--- config.mk ---
export PLATFORM = sky130hd
export DESIGN_NAME = hdtm_ctrl
export DESIGN_NICKNAME = d
export VERILOG_FILES = /design/src/hdtm_pkg.sv /design/src/hdtm_ctrl.sv
export SDC_FILE = /design/constraint.sdc
export NUM_CORES = 1
export LEC_CHECK = 0
export ABC_AREA = 1
export BUFFER_PORTS_ARGS = -buffer_cell sky130_fd_sc_hd__buf_2
export CAP_MARGIN = 20
export CELL_PAD_IN_SITES_DETAIL_PLACEMENT = 1
export CELL_PAD_IN_SITES_GLOBAL_PLACEMENT = 1
export CORE_UTILIZATION = 30
export DETAILED_ROUTE_END_ITERATION = 10
export MAX_ROUTING_LAYER = met4
export PLACE_DENSITY_LB_ADDON = 0.1
export SYNTH_ARGS = -nofsm -noshare
export SYNTH_HDL_FRONTEND = slang
export SYNTH_SLANG_ARGS = --single-unit
--- constraint.sdc ---
create_clock -name clk -period 1.9 [get_ports clk]
set_clock_uncertainty 0.2 [all_clocks]
set_input_delay 0.19 -clock clk [delete_from_list [all_inputs] [get_ports clk]]
set_output_delay 0.19 -clock clk [all_outputs]
set_load 0.05 [all_outputs]
--- src/hdtm_pkg.sv ---
// shared constants, codes and types of the header dynamic table manager
package hdtm_pkg;

  // table geometry; ENTRY_SLOTS must be a power of two (ring index wraps by truncation)
  localparam int TABLE_BYTES    = 4096;
  localparam int ENTRY_SLOTS    = 128;
  localparam int SLOT_W         = $clog2(ENTRY_SLOTS);
  localparam int CNT_W          = $clog2(ENTRY_SLOTS + 1);
  localparam int BYTES_W        = $clog2(TABLE_BYTES + 1);
  localparam int ENTRY_OVERHEAD = 32;
  localparam int LEN_W          = 16;
  localparam int COST_W         = LEN_W + 2;
  localparam int IDX_W          = 63;
  localparam int CFG_W          = 13;
  localparam int FULL_W         = CFG_W + 1;
  localparam int DIV_STEPS      = IDX_W + 1;
  localparam int DIV_CNT_W      = $clog2(DIV_STEPS);

  // operation codes
  localparam logic [2:0] OP_INSERT     = 3'd0;
  localparam logic [2:0] OP_SET_CAP    = 3'd1;
  localparam logic [2:0] OP_LOOKUP_ABS = 3'd2;
  localparam logic [2:0] OP_LOOKUP_REL = 3'd3;
  localparam logic [2:0] OP_DECODE     = 3'd4;

  // status codes
  localparam logic [2:0] ST_OK         = 3'd0;
  localparam logic [2:0] ST_TOO_LARGE  = 3'd1;
  localparam logic [2:0] ST_NO_SLOT    = 3'd2;
  localparam logic [2:0] ST_OVER_LIMIT = 3'd3;
  localparam logic [2:0] ST_BAD_INDEX  = 3'd4;
  localparam logic [2:0] ST_EVICTED    = 3'd5;
  localparam logic [2:0] ST_BAD_PREFIX = 3'd6;

  // register indexes
  localparam logic REG_CAP_LIMIT   = 1'b0;
  localparam logic REG_MAX_ENTRIES = 1'b1;

  typedef struct packed {
    logic [2:0]       operation;
    logic [LEN_W-1:0] name_length;
    logic [LEN_W-1:0] value_length;
    logic [IDX_W-1:0] table_index;
    logic [IDX_W-1:0] new_capacity;
    logic [IDX_W-1:0] encoded_insert_count;
  } in_item_t;

  typedef struct packed {
    logic [2:0]       status;
    logic [LEN_W-1:0] out_name_length;
    logic [LEN_W-1:0] out_value_length;
    logic [6:0]       entry_slot;
    logic [IDX_W-1:0] absolute_index;
    logic [IDX_W-1:0] required_insert_count;
  } out_item_t;

  typedef enum logic [2:0] {
    KIND_DONE,
    KIND_INSERT,
    KIND_SETCAP,
    KIND_LOOKUP,
    KIND_DIVIDE
  } disp_kind_t;

  typedef struct packed {
    logic load;
    logic cfg_wr;
    logic dispatch;
    logic ev_rd;
    logic ev_apply;
    logic ev_end;
    logic ins_commit;
    logic div_step;
    logic dec_fin;
    logic look_fin;
  } dp_cmd_t;

  typedef struct packed {
    disp_kind_t kind;
    logic       evict_more;
    logic       div_last;
    logic       cfg_evict;
  } dp_sts_t;

endpackage

--- src/hdtm_ctrl.sv ---
// sequencing state machine of the header dynamic table manager
module hdtm_ctrl (
  input  logic             clk,
  input  logic             rst_n,
  input  logic             in_valid,
  output logic             in_stall,
  output logic             out_valid,
  input  logic             out_stall,
  input  logic             cfg_valid,
  output logic             cfg_ready,
  output hdtm_pkg::dp_cmd_t cmd,
  input  hdtm_pkg::dp_sts_t sts
);
  import hdtm_pkg::*;

  typedef enum logic [3:0] {
    S_IDLE,
    S_DISPATCH,
    S_EV_CHK,
    S_EV_APPLY,
    S_INS,
    S_DIV,
    S_DEC_FIN,
    S_LOOK_FIN,
    S_OUT
  } state_t;

  typedef enum logic [1:0] {
    M_CFG,
    M_CAP,
    M_INS
  } mode_t;

  state_t state_r;
  mode_t  mode_r;

  assign cfg_ready = (state_r == S_IDLE);
  assign in_stall  = (state_r != S_IDLE) || cfg_valid;
  assign out_valid = (state_r == S_OUT);

  always_comb begin
    cmd            = '0;
    cmd.cfg_wr     = (state_r == S_IDLE) && cfg_valid;
    cmd.load       = (state_r == S_IDLE) && in_valid && !cfg_valid;
    cmd.dispatch   = (state_r == S_DISPATCH);
    cmd.ev_rd      = (state_r == S_EV_CHK) && sts.evict_more;
    cmd.ev_end     = (state_r == S_EV_CHK) && !sts.evict_more;
    cmd.ev_apply   = (state_r == S_EV_APPLY);
    cmd.ins_commit = (state_r == S_INS);
    cmd.div_step   = (state_r == S_DIV);
    cmd.dec_fin    = (state_r == S_DEC_FIN);
    cmd.look_fin   = (state_r == S_LOOK_FIN);
  end

  always_ff @(posedge clk) begin
    if (!rst_n) begin
      state_r <= S_IDLE;
      mode_r  <= M_CFG;
    end else begin
      case (state_r)
        S_IDLE: begin
          if (cfg_valid) begin
            if (sts.cfg_evict) begin
              mode_r  <= M_CFG;
              state_r <= S_EV_CHK;
            end
          end else if (in_valid) begin
            state_r <= S_DISPATCH;
          end
        end
        S_DISPATCH: begin
          case (sts.kind)
            KIND_INSERT: begin
              mode_r  <= M_INS;
              state_r <= S_EV_CHK;
            end
            KIND_SETCAP: begin
              mode_r  <= M_CAP;
              state_r <= S_EV_CHK;
            end
            KIND_LOOKUP: state_r <= S_LOOK_FIN;
            KIND_DIVIDE: state_r <= S_DIV;
            default:     state_r <= S_OUT;
          endcase
        end
        S_EV_CHK: begin
          if (sts.evict_more) begin
            state_r <= S_EV_APPLY;
          end else begin
            case (mode_r)
              M_CAP:   state_r <= S_OUT;
              M_INS:   state_r <= S_INS;
              default: state_r <= S_IDLE;
            endcase
          end
        end
        S_EV_APPLY: state_r <= S_EV_CHK;
        S_INS:      state_r <= S_OUT;
        S_DIV: begin
          if (sts.div_last) begin
            state_r <= S_DEC_FIN;
          end
        end
        S_DEC_FIN:  state_r <= S_OUT;
        S_LOOK_FIN: state_r <= S_OUT;
        S_OUT: begin
          if (!out_stall) begin
            state_r <= S_IDLE;
          end
        end
        default: state_r <= S_IDLE;
      endcase
    end
  end

endmodule

==> flow_metrics.env, run 1 <==
export IMPL_first_iter_violations=5
export IMPL_synth_fa_ha_area_share_pct=0
export IMPL_cap_violations=0
export IMPL_powerDensity_mw_per_mm2=827
export IMPL_synthCells=93
export IMPL_fillCellCount=244
export IMPL_synth_mux_area_share_pct=0
export IMPL_synth_xor_area_share_pct=0
export IMPL_fin_tns_setup_ns=0
export IMPL_slowest_stage="dfxtp_1"
export IMPL_vias=658
export IMPL_setup_viol=0
export IMPL_clk_latency_ns=0.24
export IMPL_ys_warnings_count=0
export IMPL_drc_errors=1
export IMPL_slowest_delay_ns=0.37
export IMPL_syn_num_nets=104
export IMPL_die_h_um=43.6
export IMPL_synth_compound_area_share_pct=7.95
export IMPL_clkPwrFrac_pct=20.2
export IMPL_numCtsBuffers=3
export IMPL_rows=14
export IMPL_synth_most_common_cell="nand2_1"
export IMPL_finalNetCount=133
export IMPL_yosys_area_share_simple_pct=53.7
export IMPL_netlist_top_cells_count="nand2_1, inv_1, nor2_1, nand3_1, dfxtp_1"
export IMPL_synthToLayoutAreaGrowth_pct=34.7
export IMPL_fin_crit_ns=1.75
export IMPL_maxSlewHeadroom_pct=75.5
export IMPL_coreArea_mm2=0.00156
export IMPL_worstMarginPinSlew_ns=0.364
export IMPL_antenna_found_initial=0
export IMPL_final_area_um2=699
export IMPL_critPathMaxFanout=6
export IMPL_top_level_ports=24
export IMPL_p_int_uw=293
export IMPL_start_kind="register"
export IMPL_critPathKind="reg2out"
export IMPL_drive_gt1_share_pct=35.0
export IMPL_ctsLongestPathBuffers=2
export IMPL_async_flop_share_pct=0
export IMPL_cts_resized=0
export IMPL_register_area_um2=120
export IMPL_drtAntennaViolNets=0
export IMPL_io_buffers=23
export IMPL_netlist_area_leader_share_pct=23.1
export IMPL_place_gp_congestion=0.777
export IMPL_synth_edf_count=0
export IMPL_drt_pass1_iter_count=7
export IMPL_diodes=0
export IMPL_total_power_uw=578
export IMPL_grt_usage_pct=17.6
export IMPL_synth_seq_cells=6
export IMPL_synth_area_leaders="dfxtp_1, nand2_1, inv_1"
export IMPL_combPwrFrac_pct=53.0
export IMPL_finalHoldViolCount=0
export IMPL_synth_top_family_by_area="simple AND/OR/NAND/NOR gates"
export IMPL_grt_start_max_net_pins=8
export IMPL_switchingPower_uw=285
export IMPL_violations="design-rule violations"
export IMPL_status="complete, but fails checks"
export IMPL_htree_levels=1
export IMPL_cp_arrival_ns=1.36
export IMPL_synth_cell_type_count=16
export IMPL_die_w_um=43.6
export IMPL_multi_input_area_um2=333
export IMPL_start_util_pct=33.3
export IMPL_cp_data_required_time_ns=1.51
export IMPL_post_drt_wl_per_cell_um=10.6
export IMPL_irDropWorstVdd_mv=0.441
export IMPL_yosysTopAreaCell="dfxtp_1"
export IMPL_grt_pass1_vias=633
export IMPL_overflow=0
export IMPL_cts_sinks=6
export IMPL_syn_avg_cell_area_um2=5.58
export IMPL_place_hpwl_um=1260
export IMPL_yosysSeqAreaShare_pct=23.1
export IMPL_slew_violations=0
export IMPL_synth_area_um2=519
export IMPL_routed_wl_um=1440
export IMPL_cts_tree="built"
export IMPL_fmax_ghz=0.572
export IMPL_viasPerCell=4.84
export IMPL_fin_crit_sh_pct=92.1
export IMPL_placedInstanceArea_um2=667
export IMPL_switching_share_pct=49.3
export IMPL_hp_class="in2reg"
export IMPL_rsz0062_at_grt="false"
export IMPL_sequentialPowerShare_pct=26.8
export IMPL_ys_flop_type="dfxtp_1"
export IMPL_crit_chain="inv_2, nand2_2, nor2_4, nand2_2, nor2_4, buf_2"
export IMPL_end_kind="output port"
export IMPL_die_area_mm2=0.00190
export IMPL_grt_first_pass_wirelength_um=2430
export IMPL_root_buffer="clkbuf_4"
export IMPL_p_leak_nw=0.418
export IMPL_clkSlewWorstSetupHoldPaths_ns=0.05
## routing by layer
metal / track usage [%] / vias to the layer above / part of all wire [%]
met5: - / - / 0
met4: 6.88 / 0 / 1.2
met3: 5.42 / 2 / 3.7
met2: 30.1 / 17 / 49
met1: 18.8 / 299 / 46
li1: - / 340 / -
## cell families after synthesis
group / after synthesis
buffers and inverters: 21
and+or+nand+nor: 59
DFF: 6
AOI/OAI and AO/OA: 7
## repair_timing
action	CTS	global route
endpoints found under the hold margin	2	0
hold buffers	1	0
setup buffers	0	0
## power groups by stage
stage | Sequential (mW) | Clock (mW) | Combinational, mW
after floorplan | 0.155 | 0 | 0.239
after global placement | 0.157 | 0 | 0.302
after detailed placement | 0.158 | 0 | 0.307
after CTS | 0.155 | 0.121 | 0.310
after global routing | 0.158 | 0.129 | 0.334
final | 0.155 | 0.117 | 0.306
## sequential cells by signal (all words and copies together), names as in the netlist
register  flops
state_r       4
mode_r        2
## placed cells by master (no fill, tap or decap), drive strengths merged
cell          n
clkbuf        3
nand3b        3
nand2        25
inv          21
nor3          4
dfxtp         6
o21ai         1
o211ai        1
nand3         7
a21oi         5
nand4         2
buf          23
nor2         18
dlygate4sd3   1
## worst paths after layout
kind	start	end	slack [ns]	cells past startpoint
worst min-delay path	sts[1]	state_r[0]	0.06	4
worst max-delay path	state_r[1]	cmd[9]	0.15	6
worst min register to register	mode_r[0]	mode_r[0]	0.28	2
worst max register to register	state_r[1]	state_r[0]	0.48	8
## stage by stage
stage	utilization (%)	cells	hold WS [ns]	setup WS, ns
3_5_place_dp	42.8	132	0.235	0.401
4_1_cts	44.9	136	0.0542	0.135
5_1_grt	44.9	136	0.0701	0.0304
6_report	44.9	136	0.0561	0.151
2_1_floorplan	-	93	0.0876	-0.0672
3_3_place_gp	42.8	132	0.224	0.419
## critical path, delay by kind of cell, from the launching register on
family	cells	cell delay, ns
buffers and inverters	2	0.39
and+or+nand+nor	4	0.36
DFF	1	0.37
## final cells by class
| type | count | area share (%) |
|---|---|---|
| multi-input cells | 66 | 47.6 |
| repair buffers | 24 | 17.9 |
| flip-flops and latches | 6 | 17.2 |
| inverters | 21 | 11.3 |
| clock buffers | 3 | 3.22 |
| well taps | 16 | 2.86 |
No activity file was read; power rests on OpenSTA's default activity.
==> run 2: changes to the inputs <==
--- a/config.mk
+++ b/config.mk
@@ -8,7 +8,7 @@
 export ABC_AREA = 1
 export BUFFER_PORTS_ARGS = -buffer_cell sky130_fd_sc_hd__buf_2
 export CAP_MARGIN = 20
-export CELL_PAD_IN_SITES_DETAIL_PLACEMENT = 1
+export CELL_PAD_IN_SITES_DETAIL_PLACEMENT = 0
 export CELL_PAD_IN_SITES_GLOBAL_PLACEMENT = 1
 export CORE_UTILIZATION = 30
 export DETAILED_ROUTE_END_ITERATION = 10
==> run 2 against run 1 <==
Against the previous run:
- sequential power is essentially flat
- register-to-register slack is essentially flat
- the flow still finishes with violations (design-rule violations)
- flip-flop and latch count is the same
- final cell count is the same
- first-iteration DRC count grew to 2.8 times the previous value
- combinational power shrank 2%
- non-clock buffer count is the same
- critical path depth is the same
- critical endpoint unchanged
==> flow_metrics.env, run 2 (synthesis results as in run 1) <==
export IMPL_final_common_cell="buf_2"
export IMPL_p_leak_nw=0.418
export IMPL_top_level_ports=24
export IMPL_largest_reg_flops=4
export IMPL_ctsLongestPathBuffers=2
export IMPL_powerDensity_mw_per_mm2=817
export IMPL_setup_viol=0
export IMPL_top_regs="state_r (4), mode_r (2)"
export IMPL_cp_top_family="buffers and inverters"
export IMPL_reg2regPathDepth=8
export IMPL_fmax_ghz=0.575
export IMPL_status="complete, but fails checks"
export IMPL_top_usage_layer="met2"
export IMPL_die_h_um=43.6
export IMPL_fin_util_pct=44.9
export IMPL_crit_chain="inv_2, nand2_2, nor2_4, nand2_2, nor2_4, buf_2"
export IMPL_cts_resized=0
export IMPL_viasPerCell=4.51
export IMPL_worstMarginPinSlew_ns=0.350
export IMPL_root_buffer="clkbuf_4"
export IMPL_final_setup_worst_slack_ns=0.160
export IMPL_critPathMaxFanout=7
export IMPL_hp_start="sts[1]"
export IMPL_crit_start="state_r[0]"
export IMPL_irDropWorstVdd_mv=0.344
export IMPL_maxSlewHeadroom_pct=76.5
export IMPL_violations="design-rule violations"
export IMPL_drive_gt1_share_pct=35.0
export IMPL_finalHoldViolCount=0
export IMPL_fin_crit_sh_pct=91.6
export IMPL_start_util_pct=33.3
export IMPL_grt_usage_pct=16.1
export IMPL_slew_violations=0
export IMPL_io_buffers=23
export IMPL_drc_errors=1
export IMPL_diodes=0
export IMPL_worst_r2r_startpoint="state_r[0]"
export IMPL_numCtsBuffers=3
export IMPL_clkSlewWorstSetupHoldPaths_ns=0.04
export IMPL_fillCellCount=187
export IMPL_coreArea_mm2=0.00156
export IMPL_use_met1_pct=20.9
export IMPL_cap_violations=0
export IMPL_htree_levels=1
export IMPL_grt_start_max_net_pins=8
export IMPL_critPathKind="reg2out"
export IMPL_cts_tree="built"
export IMPL_crit_path_end="cmd[9]"
export IMPL_sequentialPowerShare_pct=27.1
export IMPL_cp_data_required_time_ns=1.51
export IMPL_crit_buf_inv=2
export IMPL_layout_common_cells="buf_2, nand2_1, inv_1"
export IMPL_post_cts_repair_setup_buffers=0
export IMPL_die_area_mm2=0.00190
export IMPL_switchingPower_uw=279
export IMPL_post_drt_wl_per_cell_um=9.07
export IMPL_rrSetupSlack_ns=0.49
export IMPL_use_met3_pct=3.75
export IMPL_clkPwrFrac_pct=20.3
export IMPL_regToRegEndpoint="mode_r[0]"
export IMPL_switching_share_pct=48.7
export IMPL_cp_arrival_ns=1.35
export IMPL_slowest_stage="dfxtp_1"
export IMPL_grt_pass1_vias=576
export IMPL_die_w_um=43.6
export IMPL_p_int_uw=293
export IMPL_drtAntennaViolNets=0
export IMPL_drt_pass1_iter_count=7
export IMPL_routed_wl_um=1230
export IMPL_grt_first_pass_wirelength_um=2260
export IMPL_first_iter_violations=14
export IMPL_synthToLayoutAreaGrowth_pct=34.7
export IMPL_place_gp_congestion=0.777
export IMPL_overflow=0
export IMPL_place_hpwl_um=1080
export IMPL_hp_class="in2reg"
export IMPL_ctsHoldBuffers=1
export IMPL_placedInstanceArea_um2=667
export IMPL_pre_cts_ws_ns=0.412
export IMPL_fin_tns_setup_ns=0
export IMPL_rows=14
export IMPL_rsz0062_at_grt="false"
export IMPL_regMostFlops="state_r"
export IMPL_clk_latency_ns=0.24
export IMPL_combPwrFrac_pct=52.6
export IMPL_slowest_delay_ns=0.35
export IMPL_fin_crit_ns=1.74
export IMPL_met2_usage_pct=25.4
export IMPL_start_kind="register"
export IMPL_final_area_um2=699
export IMPL_end_kind="output port"
export IMPL_cts_sinks=6
export IMPL_path_depth=6
export IMPL_antenna_found_initial=0
export IMPL_finalNetCount=133
export IMPL_vias=613
## run 2: cell counts in the layout (fill, tap and decap cells not counted)
No cell type changed its count.
## run 2: worst min-delay path: cells and delay by family
kind / cells / cell delay (ns)
buf+inv: 2 / 0.11
simple gates: 1 / 0.07
compound gates: 1 / 0.06
## run 2: worst min-delay path by stage
stage / depth (start not counted) / end
floorplan: 2 / state_r[2]
global placement: 3 / state_r[3]
detailed placement: 3 / state_r[2]
CTS: 4 / state_r[0]
global route: 4 / state_r[0]
finish: 4 / state_r[0]
## run 2: metal layers
layer,vias up,wire length (µm)
met3,0,63
met1,259,607
met4,0,0
li1,339,-
met5,-,0
met2,15,563
## run 2: layout make-up
class	instances	area (µm²)	area share [%]
clock buffers	3	22.5	3.22
inverters	21	78.8	11.3
multi-input cells	66	333	47.6
well taps	16	20.0	2.86
repair buffers	24	125	17.9
flip-flops and latches	6	120	17.2
## run 2: power groups by stage
stage	Clock [mW]	Sequential [mW]	Combinational (mW)
2_1_floorplan	0	0.155	0.239
3_3_place_gp	0	0.157	0.302
3_5_place_dp	0	0.157	0.302
4_1_cts	0.123	0.155	0.304
5_1_grt	0.130	0.158	0.331
6_report	0.116	0.155	0.300
## run 2: stage by stage
step	total power [mW]	hold slack, ns	cells
after CTS	0.582	0.0343	136
after floorplan	0.394	0.0876	93
after detailed placement	0.459	0.223	132
after global routing	0.619	0.0583	136
final	0.571	0.0379	136
after global placement	0.459	0.224	132
